==> src/rtl/mshct_pkg.sv <==
// ----------------------------------------------------------------------------
// mshct_pkg : shared types and constants for the mode-select tuner
// Field widths, payload structs, mode and register codes, shared ALU ports.
// ----------------------------------------------------------------------------
package mshct_pkg;

  localparam int unsigned MAX_ENTRIES_DEF = 16;

  localparam int unsigned FB_W    = 17;  // Q1.16 residency
  localparam int unsigned CNT_W   = 32;  // migration / enumeration counts
  localparam int unsigned VAL_W   = 32;  // signed Q16.16
  localparam int unsigned CHURN_W = 24;  // Q8.16 churn limit
  localparam int unsigned VIDX_W  = 4;

  localparam int unsigned PROD_W = CHURN_W + CNT_W;
  localparam int unsigned ALU_W  = PROD_W + 1;

  localparam int unsigned CFG_IDX_W  = 2;
  localparam int unsigned CFG_DATA_W = CHURN_W;

  localparam logic [FB_W-1:0]    LOW_RES_RST    = FB_W'(36045);
  localparam logic [FB_W-1:0]    HIGH_RES_RST   = FB_W'(55706);
  localparam logic [CHURN_W-1:0] CHURN_LIM_RST  = CHURN_W'(22938);

  localparam logic KIND_TUNE = 1'b0;
  localparam logic KIND_ADD  = 1'b1;

  localparam logic ADD_OK   = 1'b0;
  localparam logic ADD_FULL = 1'b1;

  typedef enum logic [1:0] {
    MODE_BALANCED     = 2'd0,
    MODE_AGGRESSIVE   = 2'd1,
    MODE_CONSERVATIVE = 2'd2
  } mode_t;

  typedef enum logic [CFG_IDX_W-1:0] {
    CFG_LOW_RES     = 2'd0,
    CFG_HIGH_RES    = 2'd1,
    CFG_CHURN_LIMIT = 2'd2
  } cfg_reg_t;

  typedef enum logic {
    ALU_ADD = 1'b0,
    ALU_SUB = 1'b1
  } alu_op_t;

  typedef struct packed {
    logic                    kind;
    logic [FB_W-1:0]         feedback;
    logic [CNT_W-1:0]        migrations;
    logic [CNT_W-1:0]        enumerated;
    logic signed [VAL_W-1:0] init_value;
    logic signed [VAL_W-1:0] min_value;
    logic signed [VAL_W-1:0] max_value;
    logic signed [VAL_W-1:0] step_size;
  } in_item_t;

  typedef struct packed {
    mode_t                   mode;
    logic                    add_status;
    logic                    visited_valid;
    logic                    value_moved;
    logic [VIDX_W-1:0]       visited_index;
    logic signed [VAL_W-1:0] visited_value;
  } out_item_t;

  typedef struct packed {
    alu_op_t          op;
    logic [ALU_W-1:0] a;
    logic [ALU_W-1:0] b;
  } alu_req_t;

  typedef struct packed {
    logic [ALU_W-1:0] res;
    logic             lt;   // a < b for operands extended to ALU_W
    logic             eq;
  } alu_rsp_t;

endpackage

==> src/rtl/mshct_alu.sv <==
// ----------------------------------------------------------------------------
// mshct_alu : shared add / subtract and compare unit
// Operands arrive already extended; sign of the difference gives less-than.
// ----------------------------------------------------------------------------
module mshct_alu
  import mshct_pkg::*;
(
  input  alu_req_t req,
  output alu_rsp_t rsp
);

  logic [ALU_W-1:0] res;

  always_comb begin
    case (req.op)
      ALU_ADD: res = req.a + req.b;
      ALU_SUB: res = req.a - req.b;
      default: res = req.a - req.b;
    endcase
  end

  assign rsp.res = res;
  assign rsp.lt  = res[ALU_W-1];
  assign rsp.eq  = (res == '0);

endmodule

==> src/rtl/mode_select_hill_climb_tuner_core.sv <==
// ----------------------------------------------------------------------------
// mode_select_hill_climb_tuner_core : mode selector and round-robin tuner
// Add beats load entries; tune beats set the mode and arm or step one entry.
//
//   channel  dir  handshake          payload
//   in_      in   in_valid/in_stall  in_item_t  (add or tune)
//   out_     out  out_valid/out_stall out_item_t (one per input beat)
//   cfg_     in   cfg_valid/cfg_ready cfg_index, cfg_data
//
// An add beat passes through S_DONE alone; a tune on an empty table or a
// first visit passes S_CHURN and S_DONE, and a tune with a step passes
// S_CHURN, S_FB, S_STEP, S_LO, S_HI and S_DONE, as churn compare, feedback
// compare, step and both clamps share the one ALU. The result sits in an
// output register, so the next beat is taken while it waits. in_stall is
// high while an item is in work. Synchronous reset clears the entry count,
// index and mode and loads the register defaults.
// ----------------------------------------------------------------------------
module mode_select_hill_climb_tuner_core
  import mshct_pkg::*;
#(
  parameter int unsigned MAX_ENTRIES = MAX_ENTRIES_DEF
)(
  input  logic                  clk,
  input  logic                  rst_n,
  input  logic                  in_valid,
  output logic                  in_stall,
  input  in_item_t              in_data,
  output logic                  out_valid,
  input  logic                  out_stall,
  output out_item_t             out_data,
  input  logic                  cfg_valid,
  output logic                  cfg_ready,
  input  logic [CFG_IDX_W-1:0]  cfg_index,
  input  logic [CFG_DATA_W-1:0] cfg_data
);

  localparam int unsigned IDX_W = (MAX_ENTRIES > 1) ? $clog2(MAX_ENTRIES) : 1;
  localparam int unsigned NUM_W = $clog2(MAX_ENTRIES + 1);

  typedef enum logic [6:0] {
    S_IDLE  = 7'b0000001,
    S_CHURN = 7'b0000010,
    S_FB    = 7'b0000100,
    S_STEP  = 7'b0001000,
    S_LO    = 7'b0010000,
    S_HI    = 7'b0100000,
    S_DONE  = 7'b1000000
  } state_t;

  typedef struct packed {
    logic signed [VAL_W-1:0] value;
    logic signed [VAL_W-1:0] low;
    logic signed [VAL_W-1:0] high;
    logic signed [VAL_W-1:0] incr;
    logic                    dir_down;
    logic                    armed;
    logic [FB_W-1:0]         last_fb;
  } entry_t;

  // control state
  state_t             state_r, state_nxt;
  logic               out_valid_r, out_valid_nxt;
  logic [NUM_W-1:0]   entry_count_r, entry_count_nxt;
  logic [IDX_W-1:0]   next_index_r, next_index_nxt;
  mode_t              mode_r, mode_nxt;
  logic [FB_W-1:0]    low_res_r, low_res_nxt;
  logic [FB_W-1:0]    high_res_r, high_res_nxt;
  logic [CHURN_W-1:0] churn_lim_r, churn_lim_nxt;

  // payload
  in_item_t           item_r, item_nxt;
  logic [PROD_W-1:0]  prod_r, prod_nxt;
  logic [VAL_W:0]     sum_r, sum_nxt;
  logic               dir_r, dir_nxt;
  out_item_t          res_r, res_nxt;
  out_item_t          out_data_r, out_data_nxt;

  // table
  entry_t             mem [MAX_ENTRIES];
  entry_t             rd_q;
  logic               mem_re;
  logic               mem_we;
  logic [IDX_W-1:0]   mem_wa;
  entry_t             mem_wd;

  alu_req_t           alu_req;
  alu_rsp_t           alu_rsp;

  logic               accept;
  logic               full;
  logic               out_free;
  logic               churn_below;
  logic               churn_above;
  logic               enu_zero;
  logic               hi_over;
  logic [NUM_W-1:0]   idx_inc;
  logic [IDX_W-1:0]   idx_wrap;
  logic [31:0]        idx_ext;
  logic [VAL_W-1:0]   final_val;

  mshct_alu u_alu (
    .req (alu_req),
    .rsp (alu_rsp)
  );

  assign in_stall  = (state_r != S_IDLE);
  assign accept    = in_valid && !in_stall;
  assign out_valid = out_valid_r;
  assign out_data  = out_data_r;
  assign cfg_ready = 1'b1;

  assign full     = (entry_count_r == NUM_W'(MAX_ENTRIES));
  assign out_free = !out_valid_r || !out_stall;
  assign enu_zero = (item_r.enumerated == '0);

  // round-robin: next index is always below the count once the table is used
  assign idx_inc  = NUM_W'(next_index_r) + NUM_W'(1);
  assign idx_wrap = (idx_inc == entry_count_r) ? '0 : idx_inc[IDX_W-1:0];
  assign idx_ext  = 32'(next_index_r);

  assign churn_below = enu_zero ? (churn_lim_r != '0) : alu_rsp.lt;
  assign churn_above = !enu_zero && !alu_rsp.lt && !alu_rsp.eq;
  assign hi_over     = !alu_rsp.lt && !alu_rsp.eq;
  assign final_val   = hi_over ? rd_q.high : sum_r[VAL_W-1:0];

  // shared unit operand selection
  always_comb begin
    alu_req.op = ALU_SUB;
    alu_req.a  = '0;
    alu_req.b  = '0;
    case (state_r)
      S_CHURN: begin
        alu_req.a = ALU_W'({item_r.migrations, 16'h0000});
        alu_req.b = ALU_W'(prod_r);
      end
      S_FB: begin
        alu_req.a = ALU_W'(item_r.feedback);
        alu_req.b = ALU_W'(rd_q.last_fb);
      end
      S_STEP: begin
        alu_req.op = dir_r ? ALU_SUB : ALU_ADD;
        alu_req.a  = {{(ALU_W-VAL_W){rd_q.value[VAL_W-1]}}, rd_q.value};
        alu_req.b  = {{(ALU_W-VAL_W){rd_q.incr[VAL_W-1]}}, rd_q.incr};
      end
      S_LO: begin
        alu_req.a = {{(ALU_W-VAL_W-1){sum_r[VAL_W]}}, sum_r};
        alu_req.b = {{(ALU_W-VAL_W){rd_q.low[VAL_W-1]}}, rd_q.low};
      end
      S_HI: begin
        alu_req.a = {{(ALU_W-VAL_W-1){sum_r[VAL_W]}}, sum_r};
        alu_req.b = {{(ALU_W-VAL_W){rd_q.high[VAL_W-1]}}, rd_q.high};
      end
      default: begin
        alu_req.op = ALU_SUB;
      end
    endcase
  end

  always_comb begin
    state_nxt       = state_r;
    out_valid_nxt   = out_valid_r;
    entry_count_nxt = entry_count_r;
    next_index_nxt  = next_index_r;
    mode_nxt        = mode_r;
    low_res_nxt     = low_res_r;
    high_res_nxt    = high_res_r;
    churn_lim_nxt   = churn_lim_r;
    item_nxt        = item_r;
    prod_nxt        = prod_r;
    sum_nxt         = sum_r;
    dir_nxt         = dir_r;
    res_nxt         = res_r;
    out_data_nxt    = out_data_r;
    mem_re          = 1'b0;
    mem_we          = 1'b0;
    mem_wa          = next_index_r;
    mem_wd          = rd_q;

    if (cfg_valid && cfg_ready) begin
      case (cfg_index)
        CFG_LOW_RES:     low_res_nxt   = cfg_data[FB_W-1:0];
        CFG_HIGH_RES:    high_res_nxt  = cfg_data[FB_W-1:0];
        CFG_CHURN_LIMIT: churn_lim_nxt = cfg_data;
        default: ;
      endcase
    end

    if (out_valid_r && !out_stall) begin
      out_valid_nxt = 1'b0;
    end

    case (state_r)
      S_IDLE: begin
        if (accept) begin
          item_nxt = in_data;
          prod_nxt = PROD_W'(churn_lim_r) * PROD_W'(in_data.enumerated);
          res_nxt  = '0;
          if (in_data.kind == KIND_ADD) begin
            if (full) begin
              res_nxt.add_status = ADD_FULL;
            end else begin
              res_nxt.add_status = ADD_OK;
              mem_we          = 1'b1;
              mem_wa          = entry_count_r[IDX_W-1:0];
              mem_wd.value    = in_data.init_value;
              mem_wd.low      = in_data.min_value;
              mem_wd.high     = in_data.max_value;
              mem_wd.incr     = in_data.step_size;
              mem_wd.dir_down = 1'b0;
              mem_wd.armed    = 1'b0;
              mem_wd.last_fb  = '0;
              entry_count_nxt = entry_count_r + NUM_W'(1);
            end
            state_nxt = S_DONE;
          end else begin
            mem_re    = 1'b1;
            state_nxt = S_CHURN;
          end
        end
      end
      S_CHURN: begin
        if (item_r.feedback < low_res_r && churn_below) begin
          mode_nxt = MODE_AGGRESSIVE;
        end else if (churn_above && item_r.feedback < high_res_r) begin
          mode_nxt = MODE_CONSERVATIVE;
        end else begin
          mode_nxt = MODE_BALANCED;
        end
        if (entry_count_r == '0) begin
          state_nxt = S_DONE;
        end else begin
          res_nxt.visited_valid = 1'b1;
          res_nxt.visited_index = idx_ext[VIDX_W-1:0];
          if (!rd_q.armed) begin
            // first visit only records the feedback
            mem_we                = 1'b1;
            mem_wd.armed          = 1'b1;
            mem_wd.last_fb        = item_r.feedback;
            res_nxt.visited_value = rd_q.value;
            next_index_nxt        = idx_wrap;
            state_nxt             = S_DONE;
          end else begin
            state_nxt = S_FB;
          end
        end
      end
      S_FB: begin
        dir_nxt   = rd_q.dir_down ^ alu_rsp.lt;
        state_nxt = S_STEP;
      end
      S_STEP: begin
        sum_nxt   = alu_rsp.res[VAL_W:0];
        state_nxt = S_LO;
      end
      S_LO: begin
        if (alu_rsp.lt) begin
          sum_nxt = {rd_q.low[VAL_W-1], rd_q.low};
        end
        state_nxt = S_HI;
      end
      S_HI: begin
        mem_we                = 1'b1;
        mem_wd.value          = final_val;
        mem_wd.dir_down       = dir_r;
        mem_wd.last_fb        = item_r.feedback;
        res_nxt.value_moved   = 1'b1;
        res_nxt.visited_value = final_val;
        next_index_nxt        = idx_wrap;
        state_nxt             = S_DONE;
      end
      S_DONE: begin
        if (out_free) begin
          out_data_nxt      = res_r;
          out_data_nxt.mode = mode_r;
          out_valid_nxt     = 1'b1;
          state_nxt         = S_IDLE;
        end
      end
      default: begin
        state_nxt = S_IDLE;
      end
    endcase
  end

  always_ff @(posedge clk) begin
    if (!rst_n) begin
      state_r       <= S_IDLE;
      out_valid_r   <= 1'b0;
      entry_count_r <= '0;
      next_index_r  <= '0;
      mode_r        <= MODE_BALANCED;
      low_res_r     <= LOW_RES_RST;
      high_res_r    <= HIGH_RES_RST;
      churn_lim_r   <= CHURN_LIM_RST;
    end else begin
      state_r       <= state_nxt;
      out_valid_r   <= out_valid_nxt;
      entry_count_r <= entry_count_nxt;
      next_index_r  <= next_index_nxt;
      mode_r        <= mode_nxt;
      low_res_r     <= low_res_nxt;
      high_res_r    <= high_res_nxt;
      churn_lim_r   <= churn_lim_nxt;
    end
  end

  always_ff @(posedge clk) begin
    item_r     <= item_nxt;
    prod_r     <= prod_nxt;
    sum_r      <= sum_nxt;
    dir_r      <= dir_nxt;
    res_r      <= res_nxt;
    out_data_r <= out_data_nxt;
  end

  // entry table, registered read
  always_ff @(posedge clk) begin
    if (mem_we) begin
      mem[mem_wa] <= mem_wd;
    end
    if (mem_re) begin
      rd_q <= mem[next_index_r];
    end
  end

endmodule
==> config.mk <==
export PLATFORM = sky130hd
export DESIGN_NAME = mode_select_hill_climb_tuner_core
export DESIGN_NICKNAME = d
export VERILOG_FILES = /design/src/rtl/mshct_pkg.sv /design/src/rtl/mshct_alu.sv /design/src/rtl/mode_select_hill_climb_tuner_core.sv
export SDC_FILE = /design/constraint.sdc
export NUM_CORES = 2
export LEC_CHECK = 0
export BUFFER_PORTS_ARGS = -buffer_cell sky130_fd_sc_hd__buf_2
export CAP_MARGIN = 20
export CELL_PAD_IN_SITES_DETAIL_PLACEMENT = 1
export CELL_PAD_IN_SITES_GLOBAL_PLACEMENT = 2
export CORE_UTILIZATION = 30
export CTS_CLUSTER_DIAMETER = 150
export DETAILED_ROUTE_END_ITERATION = 8
export PLACE_DENSITY = 0.65
export SLEW_MARGIN = 20
export SYNTH_ARGS = -nofsm -noshare
export SYNTH_HDL_FRONTEND = slang
export SYNTH_HIERARCHICAL = 1
export SYNTH_SLANG_ARGS = --single-unit
==> constraint.sdc <==
create_clock -name clk -period 8.1 [get_ports clk]
set_clock_uncertainty 0.2 [all_clocks]
set_input_delay 0.405 -clock clk [delete_from_list [all_inputs] [get_ports clk]]
set_output_delay 0.405 -clock clk [all_outputs]
set_load 0.02 [all_outputs]
==> flow_summary.ini <==
[cells_and_area]
nNetsFinal = 10700
syn_to_final_growth_pct = 17.9
drive_above_1_share_pct = 22.5
final_cell_area_um2 = 164000

[yosys]
synth_cells = 8584
netlist_area_um2 = 139000
syn_area_per_cell_um2 = 16.2
yosysWarnings = 6
synth_fp_nets = 9758

[critical_path]
path_depth = 34
endpoint_kind = flop
cp-endpoint = mem[10][132]$_DFFE_PP_
rr_worst_depth = 34
cpMostUsedCell = or4_4
startpoint_type = flop
startpoint = state_r[5]$_SDFFE_PN0P_
cp_top_family = simple AND/OR/NAND/NOR gates
cp_slowest_cell = or4_4
cpPeakStageDelay_ps = 590
reg2reg_slack_ps = 60
crit_required_ps = 8550
critPathKind = flop to flop
path_buf_inv = 5
worstPathMaxFanout = 24
crit_arrival_ps = 8490
reg2reg_from = state_r[5]$_SDFFE_PN0P_
reg2reg_to = mem[10][132]$_DFFE_PP_

[clock_network]
clk_path_buf_depth = 4
clk_latency_ps = 930
path_clk_slew_ps = 60
cts_tree = built
cts_buffers = 304
numClockSinks = 2827
cts_root_buffer = clkbuf_16
h-tree-depth = 5

[hold_path]
hp-class = input port to flop

[grt]
grt_pass1_vias = 86900
grt_max_degree = 118
antenna_found_initial = 31
grt_pass1_wl_um = 652000
grt_use_total_pct = 19.5
overflow = 0

[power_and_ir_drop]
power.switching_mw = 19.2
combPwrFrac_pct = 39.5
power.share.clock_pct = 26.6
p_int_mw = 32.8
ir_worst_vdd_mv = 0.731
p_leak_nw = 58.1
powerDensity_nw_per_um2 = 318
power_frac_seq_pct = 34.0
switching_share_pct = 36.9

[timing]
final-hold-violation-count = 0
rsz0062_at_grt = true
relSlewSlack_pct = 21.2
fin_crit_sh_pct = 99.2
min_period_ps = 8040
maxClockFrequency_ghz = 0.124
finalSetupViolCount = 0
finalWorstSetupSlack_ps = 61.2
worst_pin_slew_ps = 1180
drv_slew = 0

[routing]
vias_per_cell = 5.10
wire_per_inst_um = 28.9
drc = 26
drtIter0Drc = 6935
ant_nets = 0
vias = 81300
first_pass_iters = 9
wl_um = 461000

[status]
violations = design-rule violations
status = finished, violations left

[placement]
dp_hpwl_um = 304000
placed_area_um2 = 150000
io_buffers = 283
place_ws_ps = -461
place.gp.congestion = 0.885

[floorplanning]
row_count = 249
core_um2 = 460000
die_w_um = 682
io_pins = 285
start_util_pct = 30.1
die_h_um = 682
die-area_um2 = 465000

[run]
max-cap-violations = 0
[state kept, by name, summed over array words and instances, names as in the netlist]
register       cells
res_r             39
out_data          41
low_res_r         17
out_valid          1
entry_count_r      5
prod_r            56
high_res_r        17
dir_r              1
churn_lim_r       24
mem             2352
item_r            81
next_index_r       4
rd_q             147
sum_r             33
mode_r             2
state_r            7
[worst min-delay path by stage]
| stage | endpoint | cells past startpoint | slack, ps | start |
|---|---|---|---|---|
| global route | item_r[196]$_DFFE_PP_ | 2 | 30 | in_data[196] |
| detailed placement | out_data[32]$_DFFE_PP_ | 0 | 210 | res_r[32]$_SDFFCE_PN0P_ |
| finish | item_r[192]$_DFFE_PP_ | 2 | 50 | in_data[192] |
| CTS | item_r[192]$_DFFE_PP_ | 2 | 2 | in_data[192] |
| global placement | out_data[32]$_DFFE_PP_ | 0 | 210 | res_r[32]$_SDFFCE_PN0P_ |
| floorplan | out_data[0]$_DFFE_PP_ | 0 | 200 | res_r[0]$_DFFE_PP_ |
[layer usage]
| metal | vias to the layer above | GRT usage [%] | share of wire (%) |
|---|---|---|---|
| li1 | 33900 | - | - |
| met1 | 44300 | 25.6 | 42 |
| met2 | 2492 | 33.3 | 49 |
| met3 | 579 | 2.50 | 5.4 |
| met4 | 10 | 6.50 | 3.9 |
| met5 | - | 0 | 0.013 |
[cell usage in the layout (no fill, tap or decap), types with 27 or more instances in the layout]
cell type,n
a22oi_1,50
nand3_1,70
buf_12,36
o211ai_1,32
edfxtp_1,2750
clkbuf_1,66
clkbuf_16,309
xor2_1,43
nor3_1,44
fa_1,659
nor2b_1,37
dfxtp_1,71
and2_1,430
buf_2,283
bufinv_16,27
nand2_1,775
a21boi_0,39
a222oi_1,31
clkinv_2,34
a21oi_1,220
nor4_1,30
mux4_2,717
clkinv_1,68
buf_4,476
nor2_1,138
dlygate4sd3_1,272
o21ai_0,83
a221o_2,47
inv_1,822
ha_1,274
a21o_1,124
mux2_2,98
xnor2_1,106
nand4_1,41
a211oi_1,33
[repair_timing]
action | in CTS | in global routing
endpoints found under the setup margin | 532 | 546
pin swaps | 6 | 14
hold buffers | 270 | 2
hold endpoints to repair | 2091 | 32
buffers inserted | 1 | 15
gates resized for setup | 32 | 82
cloned | 0 | 21
[power by group through the flow]
stage	clock network, mW	logic (mW)	registers, mW
global placement	0	20.3	18.0
CTS	14.1	20.7	17.7
detailed placement	0	20.2	18.0
floorplan	0	11.7	17.6
global route	14.5	22.8	17.7
finish	13.8	20.6	17.7
[worst reg2reg max path, delay by kind of cell (launching register included)]
family / cells / cell delay (ps)
adder cells (fa/ha/maj): 1 / 200
flip-flops: 1 / 350
XOR/XNOR: 1 / 160
buffers and inverters: 5 / 740
AND/OR/NAND/NOR: 20 / 4720
AO/OA/AOI/OAI: 7 / 1430
[layout make-up]
class                      count  area (um2)
sequential                  2827       84100
tap                         6149        7690
clock inverter               170        1710
inverter                     825        3110
multi-input combinational   4495       50300
antenna                        6        15.0
clock buffer                 376        7990
timing repair buffer        1075        8530
fill                       47000      297000
timing repair inverter         1        6.26
[through the flow]
stage	hold slack (ps)	instances	setup TNS, ps	total power [mW]	util, %
2_1_floorplan	200	8584	-1539420	29.3	-
4_1_cts	1.67	15900	0	52.4	35.4
5_1_grt	29.2	15900	-113090	54.9	35.5
3_3_place_gp	211	15100	-57440	38.3	32.7
6_report	51.0	15900	0	52.1	35.5
3_5_place_dp	210	15100	-196110	38.1	32.7
(Power assumes the default switching activity.)
